### config.mk
export PLATFORM = sky130hd
export DESIGN_NAME = kts_sel
export DESIGN_NICKNAME = d
export VERILOG_FILES = /design/src/design/kts_pkg.sv /design/src/design/kts_sel.sv
export SDC_FILE = /design/constraint.sdc
export NUM_CORES = 1
export LEC_CHECK = 0
export BUFFER_PORTS_ARGS = -buffer_cell sky130_fd_sc_hd__clkbuf_2
export CAP_MARGIN = 40
export CORE_MARGIN = 8
export CORE_UTILIZATION = 50
export CTS_CLUSTER_SIZE = 14
export DETAILED_ROUTE_END_ITERATION = 10
export PLACE_DENSITY = 0.85
export SYNTH_ARGS = -nofsm -noshare
export SYNTH_HDL_FRONTEND = slang
export SYNTH_SLANG_ARGS = --single-unit
### constraint.sdc
create_clock -name clk -period 4.3 [get_ports clk]
set_input_delay 0.645 -clock clk [delete_from_list [all_inputs] [get_ports clk]]
set_output_delay 0.645 -clock clk [all_outputs]
set_load 0.01 [all_outputs]
### src/design/kts_pkg.sv
// shared widths and types for the key/tag sorter
package kts_pkg;

    localparam int KTS_MAX_ITEMS = 64;
    localparam int KEY_W         = 64;
    localparam int TAG_W         = 32;
    localparam int ENTRY_W       = KEY_W + TAG_W;

    // sort launch command from the load side to the selection engine
    typedef struct packed {
        logic start;
        logic dropped;
    } kts_cmd_t;

endpackage

### src/design/kts_sel.sv
// selection engine: one memory scan per result, picks next (key, index) in order
module kts_sel #(
    parameter int MAX_ITEMS = kts_pkg::KTS_MAX_ITEMS,
    parameter int IDX_W     = $clog2(MAX_ITEMS),
    parameter int CNT_W     = $clog2(MAX_ITEMS + 1)
) (
    input  logic                        clk,
    input  logic                        rst_n,
    input  kts_pkg::kts_cmd_t           cmd,
    input  logic [CNT_W-1:0]            cnt,
    output logic                        rd_en,
    output logic [IDX_W-1:0]            rd_addr,
    input  logic [kts_pkg::ENTRY_W-1:0] rd_data,
    output logic                        out_valid,
    input  logic                        out_stall,
    output logic [kts_pkg::KEY_W-1:0]   sorted_key,
    output logic [kts_pkg::TAG_W-1:0]   sorted_tag,
    output logic                        end_of_set,
    output logic                        overflow,
    output logic                        done
);
    import kts_pkg::*;

    typedef enum logic [1:0] {
        ST_IDLE,
        ST_SCAN,
        ST_EMIT
    } state_t;

    state_t             state_reg;
    logic [CNT_W-1:0]   cnt_reg;
    logic [CNT_W-1:0]   rank_reg;
    logic [CNT_W-1:0]   addr_reg;
    logic               drop_reg;
    logic               pend_reg;
    logic [IDX_W-1:0]   pend_idx_reg;
    logic               have_prev_reg;
    logic [KEY_W-1:0]   prev_key_reg;
    logic [IDX_W-1:0]   prev_idx_reg;
    logic               best_found_reg;
    logic [KEY_W-1:0]   best_key_reg;
    logic [IDX_W-1:0]   best_idx_reg;
    logic [TAG_W-1:0]   best_tag_reg;

    logic [KEY_W-1:0]       rd_key;
    logic [TAG_W-1:0]       rd_tag;
    logic [KEY_W+IDX_W-1:0] cand_ord;
    logic                   above_prev;
    logic                   below_best;
    logic                   cand_ok;
    logic                   is_last;

    assign rd_key = rd_data[ENTRY_W-1:TAG_W];
    assign rd_tag = rd_data[TAG_W-1:0];

    // index breaks ties so that equal keys leave in load order
    assign cand_ord   = {rd_key, pend_idx_reg};
    assign above_prev = !have_prev_reg || (cand_ord > {prev_key_reg, prev_idx_reg});
    assign below_best = !best_found_reg || (cand_ord < {best_key_reg, best_idx_reg});
    assign cand_ok    = pend_reg && above_prev && below_best;

    assign rd_en   = (state_reg == ST_SCAN) && (addr_reg < cnt_reg);
    assign rd_addr = addr_reg[IDX_W-1:0];
    assign is_last = (rank_reg + CNT_W'(1)) == cnt_reg;

    assign out_valid  = (state_reg == ST_EMIT);
    assign sorted_key = best_key_reg;
    assign sorted_tag = best_tag_reg;
    assign end_of_set = is_last;
    assign overflow   = drop_reg;
    assign done       = (state_reg == ST_EMIT) && !out_stall && is_last;

    always_ff @(posedge clk or negedge rst_n)
    begin
        if (!rst_n)
        begin
            state_reg      <= ST_IDLE;
            cnt_reg        <= '0;
            rank_reg       <= '0;
            addr_reg       <= '0;
            drop_reg       <= 1'b0;
            pend_reg       <= 1'b0;
            have_prev_reg  <= 1'b0;
            best_found_reg <= 1'b0;
        end
        else
        begin
            case (state_reg)
                ST_IDLE:
                begin
                    if (cmd.start)
                    begin
                        cnt_reg        <= cnt;
                        drop_reg       <= cmd.dropped;
                        rank_reg       <= '0;
                        addr_reg       <= '0;
                        pend_reg       <= 1'b0;
                        have_prev_reg  <= 1'b0;
                        best_found_reg <= 1'b0;
                        state_reg      <= ST_SCAN;
                    end
                end
                ST_SCAN:
                begin
                    pend_reg     <= rd_en;
                    pend_idx_reg <= addr_reg[IDX_W-1:0];
                    if (rd_en)
                    begin
                        addr_reg <= addr_reg + CNT_W'(1);
                    end
                    if (cand_ok)
                    begin
                        best_found_reg <= 1'b1;
                        best_key_reg   <= rd_key;
                        best_idx_reg   <= pend_idx_reg;
                        best_tag_reg   <= rd_tag;
                    end
                    // scan complete once nothing issued and nothing in flight
                    if (!rd_en && !pend_reg)
                    begin
                        state_reg <= ST_EMIT;
                    end
                end
                ST_EMIT:
                begin
                    if (!out_stall)
                    begin
                        prev_key_reg   <= best_key_reg;
                        prev_idx_reg   <= best_idx_reg;
                        have_prev_reg  <= 1'b1;
                        best_found_reg <= 1'b0;
                        addr_reg       <= '0;
                        rank_reg       <= rank_reg + CNT_W'(1);
                        state_reg      <= is_last ? ST_IDLE : ST_SCAN;
                    end
                end
                default:
                begin
                    state_reg <= ST_IDLE;
                end
            endcase
        end
    end

endmodule

==> results of run 1 <==
## worst reg2reg max path: cells and delay by family, from the launching register on
kind            cells  cell delay [ps]
flops               1              340
buf+inv             2              310
fa+ha+maj           1              310
compound gates      3              930
simple gates        3             1120
## logic make-up (layout without fill, tap and decap cells)
group / after synthesis / after routing
DFF: 205 / 205
buffers and inverters: 166 / 419
AOI/OAI and AO/OA: 150 / 150
adders and majority gates: 147 / 147
and+or+nand+nor: 145 / 145
xor gates and xnor gates: 17 / 17
muxes: 3 / 3
other: 0 / 1
## power groups by stage
stage	clock [W]	combinational, W	sequential, W
2_1_floorplan	0	0.000917	0.00294
3_3_place_gp	0	0.00153	0.00290
3_5_place_dp	0	0.00160	0.00292
4_1_cts	0.00195	0.00161	0.00288
5_1_grt	0.00204	0.00179	0.00292
6_report	0.00191	0.00159	0.00288
## per-layer routing
| layer | vias up | GRT usage [%] | wire length, um | part of all wire [%] |
|---|---|---|---|---|
| met2 | 240 | 30.7 | 11500 | 48 |
| met1 | 3478 | 22.7 | 10200 | 42 |
| met5 | - | 0 | 0 | 0 |
| li1 | 3496 | - | - | - |
| met3 | 61 | 4.34 | 1480 | 6.2 |
| met4 | 0 | 7.14 | 836 | 3.5 |
## synthesized netlist by cell type, types with 2 or more instances
cell        n
nor3_1      6
ha_1      147
inv_1     157
a211oi_1   10
o22ai_1     3
and4_1      4
nand4_1    32
o31ai_1     3
buf_4       6
dfrtp_1    27
a31oi_1     3
edfxtp_1  178
mux2_2      2
a21o_1     21
nand2_1    43
nor4_1      4
a221o_1     2
and3_1      3
a221oi_1    3
xor2_1      7
xnor2_1    10
clkbuf_1    2
nand3_1    13
and2_1      4
nand2b_1    4
o211ai_1    3
or3_1       2
a211o_1     3
nor2_1     18
nor2b_1     4
a21oi_1    45
o21ai_0    40
o21bai_1    2
## per-stage QoR
| stage | cells | setup WS, ps | util [%] |
|---|---|---|---|
| after detailed placement | 1314 | 565 | 58.5 |
| after CTS | 1356 | 825 | 62.1 |
| after global placement | 1313 | 600 | 58.3 |
| after floorplan | 833 | 326 | - |
| after global routing | 1357 | 776 | 62.1 |
| final | 1357 | 952 | 62.1 |
## path summary, 6_finish.rpt
check	endpoint	slack, ps	depth (start not counted)
setup / recovery	sorted_tag[29]$_DFFE_PP_	950	9
hold / removal	cnt_reg[5]$_DFFE_PN0P_	190	2
setup reg to reg	sorted_tag[29]$_DFFE_PP_	950	9
hold reg to reg	prev_idx_reg[3]$_DFFE_PP_	450	0
max in group asynchronous	have_prev_reg$_DFFE_PN0P_	3840	2
min in group clk	sorted_tag[6]$_DFFE_PP_	320	1
## layout make-up
type / count / area (sq um)
clock inverter: 9 / 68.8
clock buffer: 33 / 676
multi-input combinational: 462 / 3740
sequential: 205 / 6020
antenna: 1 / 2.50
fill: 1607 / 7690
tap: 270 / 338
inverter: 157 / 589
timing repair buffer: 220 / 1170
==> results by group, run 1 <==
Run status
  • Status: finished clean

Clock network
  • CTS Hold Bufs: 0
  • # H-tree levels: 1
  • Clock slew at reported path FFs: 60 ps
  • Post-CTS setup buffers: 0
  • CTS Root Cell: clkbuf_16
  • Total CTS buffers: 24
  • CTS tree: done
  • Clock latency on the worst-skew pair: 500 ps
  • Post-CTS sizing: 0
  • CTS sink cnt: 205
  • Clock Path Buffers: 3

Placement
  • Gpl congestion: 0.903
  • Placed Area: 11900 sq um
  • Hpwl dp: 18500 um
  • PortBufs: 214

Cells and area
  • Nets: 1325
  • Post-route cell area: 12600 sq um
  • Commonest non-fill, non-tap cell in the layout: clkbuf_2
  • Commonest cells after routing, fill and taps aside: clkbuf_2, edfxtp_1, inv_1, ha_1, a21oi_1
  • Layout area overhead: 21.3%
  • Fraction of layout cells with a size suffix above 1: 24.3%

Setup path
  • Critical path type: flip-flop to flip-flop
  • CP endpoint kind: flip-flop
  • Delay of the slowest cell on the worst path: 740 ps
  • Worst Setup SP: prev_key_reg[23]$_DFFE_PP_
  • CP required: 4490 ps
  • CP Buf/Inv Count: 2
  • Critical path arrival: 3540 ps
  • Crit-path cells: inv_1, ha_1, nand4_1, nor4_1, nand4_1, o211a_1, a31oi_1, o221a_4, buf_12
  • FF-to-FF Start: prev_key_reg[23]$_DFFE_PP_
  • CP max FO: 33
  • Critical Path Source Type: flip-flop
  • Crit-path most repeated cell: nand4_1
  • Family with the most delay on the worst path: simple AND/OR/NAND/NOR gates
  • Slowest cell on crit path: nor4_1

Timing
  • Tightest hold margin: 191 ps
  • Max Clk Rate: 299 MHz
  • Final TNS setup: 0 ps
  • Slew HR: 45.3%
  • Unrepaired setup endpoints after global routing: false
  • Worst slew pin tran: 813 ps
  • Period minus WS final: 3350 ps
  • Pins Over Slew Limit: 0
  • Setup-failing EPs final: 0
  • Hold Vio Cnt, Final: 0
  • Final period util: 77.9%
  • Worst Skew: 10.0 ps

Global route
  • First-pass GRT wire length: 38800 um
  • Gr usage total: 18.4%
  • Pin count of the biggest net entering global routing: 61
  • Number of global-route vias before repair: 7637
  • Initial antenna violation count: 1
  • Grt total ovfl: 0

Detailed routing
  • WL per Instance: 17.7 um
  • TritonRoute pass-1 iters: 5
  • Final ANT Viol Nets: 0
  • Final WL: 24000 um
  • Via/cell ratio: 5.36
  • Via count: 7275
  • # DRC: 0
  • Initial drt markers: 333

Synth
  • Area fraction in compound gates after synthesis: 9.13%
  • Mean post-synth cell area: 12.5 sq um
  • Cell types occupying the most area after synthesis: edfxtp_1, ha_1, dfrtp_1, inv_1, a21oi_1
  • Largest area contributor in the netlist: edfxtp_1
  • Sequential area share after synthesis: 57.9%
  • Mux contribution to synthesized area: 0.313%
  • Synthesis-stage register bit count: 205
  • Ys async rst share: 13.2%
  • Synth cell types: 55
  • Synth top area share: 51.4%
  • Top FF cell, synth: edfxtp_1
  • Cell area after synthesis: 10400 sq um
  • Synthesized Nets: 1088
  • Adder-Cell Fraction of Synth Area: 17.7%
  • Post-Synth Simple-Gate Area: 7.33%
  • Number of enable flip-flop cells after synthesis: 178
  • Synth Warn #: 0
  • Post-synthesis cell count: 833
  • Largest family of logic cells by synthesized area: adder cells
  • Xor/xnor share of the synthesized area: 1.43%

Die
  • Top Ports: 215
  • Core box area: 20300 sq um
  • Rows: 52
  • Initial Util: 51.2%
  • Die ar.: 25700 sq um
  • Die width: 160 um
  • Die height: 160 um

Power and ir drop
  • Clock power share: 30.0%
  • Sequential power share: 45.1%
  • PnR Total Power: 0.00638 W
  • Switching share of power: 30.7%
  • Net switching power: 0.00196 W
  • Static leakage: 5.94 nW
  • Combinational share of power: 24.9%
  • Worst ir drop on vdd: 338 uV
  • Cell Pwr Density: 506 nW/um^2
  • Int Pwr: 0.00442 W

Job
  • Max-cap violations: 0

Min path
  • Tightest Hold Check Type: input pin to asynchronous set/reset pin
Note: power is estimated with default switching activity, not from simulation.
==> inputs of run 2 (changes only) <==
--- a/config.mk
+++ b/config.mk
@@ -11,7 +11,7 @@
 export CORE_UTILIZATION = 50
 export CTS_CLUSTER_SIZE = 14
 export DETAILED_ROUTE_END_ITERATION = 10
-export PLACE_DENSITY = 0.85
+export PLACE_DENSITY = 0.88
 export SYNTH_ARGS = -nofsm -noshare
 export SYNTH_HDL_FRONTEND = slang
 export SYNTH_SLANG_ARGS = --single-unit
==> constraint.sdc (replaced) <==
create_clock -name clk -period 3 [get_ports clk]
set_input_delay 0.45 -clock clk [delete_from_list [all_inputs] [get_ports clk]]
set_output_delay 0.45 -clock clk [all_outputs]
set_load 0.01 [all_outputs]
==> run 2 against run 1 <==
- clock skew increased by 13 ps
- hold slack got worse by 81 ps
- utilization increased by 2.6 points
- count of clock-buffer cells in the layout decreased by 5
- register-to-register slack got worse by 800 ps
- highest routed layer unchanged
- die area unchanged
- critical endpoint is now sorted_key[6]$_DFFE_PP_
- critical path depth increased by 3
- maximum frequency increased by 17%
- total power increased by 48%
- routed wire length increased by 7.2%
==> results by group, run 2 (synthesized netlist as in run 1, its figures left out) <==
Die
  • Initial Util: 51.2% (unchanged)
  • Die ar.: 25700 sq um (unchanged)
  • Core box area: 20300 sq um (unchanged)
  • Die width: 160 um (unchanged)
  • Die height: 160 um (unchanged)
  • Rows: 52 (unchanged)
  • Top Ports: 215 (unchanged)

Cells and area
  • Commonest cells after routing, fill and taps aside: clkbuf_2, edfxtp_1, inv_1, ha_1, a21oi_1
  • Finished Layout Cells: 1392 (+2.6%)
  • Antenna Cells: 0 (-1)
  • Commonest non-fill, non-tap cell in the layout: clkbuf_2
  • Layout area overhead: 26.3%
  • Nets: 1360 (+2.6%)
  • Post-route cell area: 13100 sq um (+4.1%)
  • Fraction of layout cells with a size suffix above 1: 28.2% (+3.9 points)

Timing
  • Worst slew pin tran: 526 ps (-287 ps)
  • Period minus WS final: 2850 ps (-496 ps)
  • Max Clk Rate: 351 MHz (+17%)
  • Pins Over Slew Limit: 0 (unchanged)
  • Tightest hold margin: 110 ps (-81.4 ps)
  • Setup ws final: 148 ps (-804 ps)
  • Setup-failing EPs final: 0 (unchanged)
  • Slew HR: 64.8% (+20 points)
  • Worst Skew: 22.8 ps (+12.8 ps)
  • Hold Vio Cnt, Final: 0 (unchanged)
  • Final period util: 95.1% (+17 points)

Power and ir drop
  • Worst ir drop on vdd: 576 uV (+70%)
  • Net switching power: 0.00293 W (+50%)
  • Switching share of power: 31.0% (+0.29 points)
  • Combinational share of power: 28.0% (+3.1 points)
  • Sequential power share: 43.7% (-1.4 points)
  • Int Pwr: 0.00653 W (+48%)
  • Static leakage: 6.15 nW (+3.5%)
  • Clock power share: 28.2% (-1.8 points)
  • Cell Pwr Density: 720 nW/um^2 (+42%)

Setup path
  • Critical path type: flip-flop to flip-flop
  • CP required: 3210 ps (-1280 ps)
  • CP endpoint kind: flip-flop
  • Critical Path Source Type: flip-flop
  • Critical path arrival: 3070 ps (-470 ps)
  • CP max FO: 6 (-82%)

Global route
  • Initial antenna violation count: 0 (-1)
  • Grt total ovfl: 0 (unchanged)
  • Number of global-route vias before repair: 7837 (+2.6%)
  • Gr usage total: 19.2% (+0.76 points)
  • First-pass GRT wire length: 40200 um (+3.8%)
  • Pin count of the biggest net entering global routing: 35 (-43%)

Clock network
  • CTS sink cnt: 205 (unchanged)
  • Clock slew at reported path FFs: 60 ps (about the same)
  • Total CTS buffers: 23 (-4.2%)
  • Clock Path Buffers: 3 (unchanged)
  • CTS Root Cell: clkbuf_16
  • CTS tree: done
  • Clock latency on the worst-skew pair: 520 ps (+20 ps)
  • # H-tree levels: 1 (unchanged)

Job
  • Max-cap violations: 0 (unchanged)

Placement
  • Placed Area: 12100 sq um (+2.2%)
  • PortBufs: 214 (unchanged)
  • Post-placement cell count: 1335 (+1.6%)
  • Hpwl dp: 19500 um (+5.2%)
  • Gpl congestion: 0.836 (-7.4%)
  • Place WS: -25.1 ps (-590 ps)

Detailed routing
  • Via/cell ratio: 5.37 (+0.25%)
  • Final WL: 25800 um (+7.2%)
  • TritonRoute pass-1 iters: 5 (unchanged)
  • # DRC: 0 (unchanged)
  • Final ANT Viol Nets: 0 (unchanged)
  • WL per Instance: 18.5 um (+4.5%)
  • Via count: 7481 (+2.8%)
  • Initial drt markers: 404 (+21%)

Min path
  • Tightest Hold Check Type: input pin to flip-flop

Run status
  • Status: finished clean
[run 2: changes by cell type in the layout (fill, tap and decap cells not counted), sizes merged]
cell         previous run  this run
buf                     6        36
bufinv                  1         2
clkinv                  7         9
clkinvlp                1         2
diode                   1         0
dlygate4sd3             0         1
inv                   157       158
[run 2: critical path, cell delays in order (launching register included)]
cell,delay [ps]
edfxtp_1,320
inv_1,60
ha_4,260
nand4_1,190
nor4_2,320
buf_4,150
and2_4,130
nand4_1,110
o211a_1,260
a31oi_1,190
o221a_4,250
buf_6,150
clkbuf_16,150
[run 2: final timing paths]
check | to | cells after the start | slack [ps] | from
setup reg to reg | sorted_key[6]$_DFFE_PP_ | 12 | 150 | prev_key_reg[43]$_DFFE_PP_
min in group asynchronous | have_prev_reg$_DFFE_PN0P_ | 3 | 530 | rst_n
setup / recovery | sorted_key[6]$_DFFE_PP_ | 12 | 150 | prev_key_reg[43]$_DFFE_PP_
max in group asynchronous | addr_reg[5]$_DFFE_PN0P_ | 3 | 2190 | rst_n
hold / removal | sorted_tag[7]$_DFFE_PP_ | 1 | 110 | rd_data[7]
hold reg to reg | prev_idx_reg[5]$_DFFE_PP_ | 0 | 460 | best_idx_reg[5]$_DFFE_PP_
[run 2: final cells by class]
cell class	count	area [sq um]
Fill cell	1494	7170
Sequential cell	205	6020
Multi-Input combinational cell	462	3890
Timing Repair Buffer	256	1570
Clock buffer	28	594
Inverter	157	589
Tap cell	270	338
Clock inverter	14	124
[run 2: metrics by stage]
step           total power (W)  util [%]  TNS (ps)
6_report               0.00946      64.7         0
4_1_cts                0.00928      63.3         0
3_5_place_dp           0.00657      59.7      -793
2_1_floorplan          0.00554         -     -3230
5_1_grt                0.00996      64.7      -263
3_3_place_gp           0.00643      59.7         0
[run 2: repair_timing]
| item | CTS | global route |
|---|---|---|
| endpoints found under the setup margin | 0 | 104 |
| setup buffers | 0 | 6 |
| hold endpoints to repair | 27 | 0 |
| resized for setup | 0 | 10 |
| hold buffers | 1 | 0 |
[run 2: metal layers]
layer | up-vias | share of wire (%) | global-route usage, %
met5 | - | 0 | 0
met4 | 0 | 2.2 | 5.61
met3 | 48 | 7.1 | 4.94
met2 | 267 | 50 | 34.0
met1 | 3599 | 40 | 22.4
li1 | 3567 | - | -
[run 2: power groups by stage]
stage	sequential [W]	clock, W	combinational [W]
finish	0.00414	0.00267	0.00265
floorplan	0.00420	0	0.00134
CTS	0.00413	0.00273	0.00241
detailed placement	0.00418	0	0.00238
global placement	0.00415	0	0.00228
global route	0.00419	0.00284	0.00294
==> inputs of run 3 (changes only) <==
--- a/config.mk
+++ b/config.mk
@@ -6,7 +6,8 @@
 export NUM_CORES = 1
 export LEC_CHECK = 0
 export BUFFER_PORTS_ARGS = -buffer_cell sky130_fd_sc_hd__clkbuf_2
-export CAP_MARGIN = 40
+export CAP_MARGIN = 30
+export CORE_ASPECT_RATIO = 1.5
 export CORE_MARGIN = 8
 export CORE_UTILIZATION = 50
 export CTS_CLUSTER_SIZE = 14
==> run 3 against run 2 <==
- clock skew decreased by 13 ps
- total power decreased by 5.7%
- hold slack improved by 15 ps
- non-clock buffer count decreased by 15
- sequential cell count unchanged
- routed wire length decreased by 0.73%
- register-to-register slack about the same
- cell area decreased by 2.9%
==> results by group, run 3 (synthesized netlist as in run 1, its figures left out) <==
Cells and area
  • Layout area overhead: 22.6%
  • Commonest cells after routing, fill and taps aside: clkbuf_2, edfxtp_1, inv_1, ha_1, a21oi_1
  • Nets: 1342 (-1.3%)
  • Antenna Cells: 0 (unchanged)
  • Commonest non-fill, non-tap cell in the layout: clkbuf_2
  • Finished Layout Cells: 1364 (-2.0%)
  • Multi-input gate area: 3870 sq um (-0.67%)
  • Seq. cell area: 6020 sq um (unchanged)
  • Fillcell total: 1561 (+4.5%)
  • Fraction of layout cells with a size suffix above 1: 26.5% (-1.7 points)

Timing
  • Setup ws final: 148 ps (-0.570 ps)
  • Period minus WS final: 2850 ps (+0.570 ps)
  • Hold Vio Cnt, Final: 0 (unchanged)
  • Worst slew pin tran: 540 ps (+14.1 ps)
  • Max Clk Rate: 351 MHz (about the same)
  • Final period util: 95.1% (about the same)
  • Slew HR: 63.9% (-0.95 points)
  • Worst Skew: 9.49 ps (-13.3 ps)
  • Setup-failing EPs final: 0 (unchanged)
  • Pins Over Slew Limit: 0 (unchanged)
  • Unrepaired setup endpoints after global routing: false

Die
  • Top Ports: 215 (unchanged)
  • Die height: 193 um (+20%)
  • Initial Util: 50.9% (-0.30 points)
  • Rows: 64 (+23%)
  • Die width: 134 um (-17%)
  • Core box area: 20400 sq um (+0.59%)
  • Die ar.: 25800 sq um (+0.37%)

Clock network
  • CTS Root Cell: clkbuf_16
  • CTS sink cnt: 205 (unchanged)
  • Clock Path Buffers: 3 (unchanged)
  • Clock slew at reported path FFs: 70 ps (about the same)
  • CTS tree: done
  • Clock latency on the worst-skew pair: 500 ps (-20 ps)
  • Post-CTS setup buffers: 0 (unchanged)
  • Total CTS buffers: 20 (-13%)
  • # H-tree levels: 1 (unchanged)

Placement
  • Post-placement cell count: 1328 (-0.52%)
  • Gpl congestion: 0.867 (+3.7%)
  • Hpwl dp: 19700 um (+1.1%)
  • PortBufs: 214 (unchanged)
  • Place WS: -159 ps (-134 ps)

Setup path
  • CP required: 3180 ps (-30 ps)
  • Crit-path cells: inv_1, ha_1, nand4_1, nor4_2, buf_4, and2_1, nand4_1, o211a_1, a31oi_1, o221a_4, buf_12
  • FF-to-FF Start: prev_key_reg[33]$_DFFE_PP_
  • Critical path type: flip-flop to flip-flop
  • Delay of the slowest cell on the worst path: 350 ps (+30 ps)
  • Family with the most delay on the worst path: simple AND/OR/NAND/NOR gates
  • CP endpoint kind: flip-flop
  • R2R Path End: sorted_key[44]$_DFFE_PP_
  • Slowest cell on crit path: nor4_2
  • CP Buf/Inv Count: 3 (-1)
  • Crit-path most repeated cell: nand4_1
  • Flop-to-flop setup slack: 150 ps (about the same)
  • Critical Path Source Type: flip-flop
  • CP max FO: 41 (+35)
  • R2R depth: 11 (-1)
  • Critical path arrival: 3030 ps (-40 ps)

Job
  • Max-cap violations: 0 (unchanged)

Global route
  • First-pass GRT wire length: 40000 um (-0.50%)
  • Initial antenna violation count: 0 (unchanged)
  • Pin count of the biggest net entering global routing: 42 (+20%)
  • Number of global-route vias before repair: 7807 (-0.38%)
  • Grt total ovfl: 0 (unchanged)
  • Gr usage total: 19.4% (+0.25 points)

Detailed routing
  • WL per Instance: 18.8 um (+1.3%)
  • Final ANT Viol Nets: 0 (unchanged)
  • Via/cell ratio: 5.37 (-0.14%)
  • TritonRoute pass-1 iters: 4 (-1)
  • Initial drt markers: 400 (-0.99%)
  • Via count: 7320 (-2.2%)
  • Final WL: 25600 um (-0.73%)
  • # DRC: 0 (unchanged)

Min path
  • Tightest Hold Check Type: input pin to flip-flop
  • WHS Endpoint: sorted_tag[6]$_DFFE_PP_
  • WHS Path Cells: 1 (unchanged)
  • Hold Crit Start: rd_data[6]

Power and ir drop
  • Static leakage: 5.98 nW (-2.8%)
  • Worst ir drop on vdd: 600 uV (+4.1%)
  • Cell Pwr Density: 700 nW/um^2 (-2.8%)

Run status
  • Status: finished clean
[run 3: cell count changes in the layout (fill, tap and decap cells not counted), moves of 2 or more]
cell and change:
clkbuf_16 -7, buf_12 -2, buf_4 -2, buf_6 -6
[run 3: timing repair]
item	4_1_cts	5_1_grt
endpoints found under the setup margin	0	98
gates resized for setup	0	3
endpoints found under the hold margin	27	0
hold buffers	1	0
[run 3: how the worst max path moves through the flow]
stage,startpoint,endpoint,cells past startpoint
after floorplan,sorted_key[57]$_DFFE_PP_,best_idx_reg[0]$_DFFE_PP_,9
after global placement,rd_data[67],sorted_tag[22]$_DFFE_PP_,11
after detailed placement,rd_data[67],sorted_tag[22]$_DFFE_PP_,11
after CTS,prev_key_reg[35]$_DFFE_PP_,sorted_tag[22]$_DFFE_PP_,11
after global routing,prev_key_reg[33]$_DFFE_PP_,sorted_tag[2]$_DFFE_PP_,11
final,prev_key_reg[33]$_DFFE_PP_,sorted_key[44]$_DFFE_PP_,11
[run 3: through the flow]
stage	hold WS, ps	total power, W	utilization [%]	area [sq um]	setup TNS, ps
after global routing	112	0.00939	62.4	12700	0
after floorplan	154	0.00554	-	10500	-3230
after detailed placement	440	0.00656	59.3	12100	-13480
after CTS	110	0.00899	62.3	12700	0
after global placement	430	0.00643	59.3	12100	-8700
final	125	0.00893	62.4	12700	0
[run 3: routing by layer]
layer | track usage [%] | wire, um | vias up
met5 | 0 | 0 | -
met4 | 7.54 | 876 | 0
met3 | 3.15 | 1180 | 60
met2 | 37.1 | 13800 | 197
met1 | 20.8 | 9700 | 3550
li1 | - | - | 3513
[run 3: layout make-up]
| cell class | count | share of cell area [%] |
|---|---|---|
| multi-input cells | 462 | 30.3 |
| clock buffers | 25 | 4.24 |
| clock inverters | 10 | 0.569 |
| repair buffers | 241 | 10.4 |
| well taps | 264 | 2.59 |
| inverters | 157 | 4.62 |
| flip-flops and latches | 205 | 47.2 |
[run 3: power breakdown]
group / total (W) / switching, W / internal (W)
clock network: 0.00242 / 0.00106 / 0.00136
registers: 0.00413 / 0.000382 / 0.00375
logic: 0.00238 / 0.00139 / 0.000990
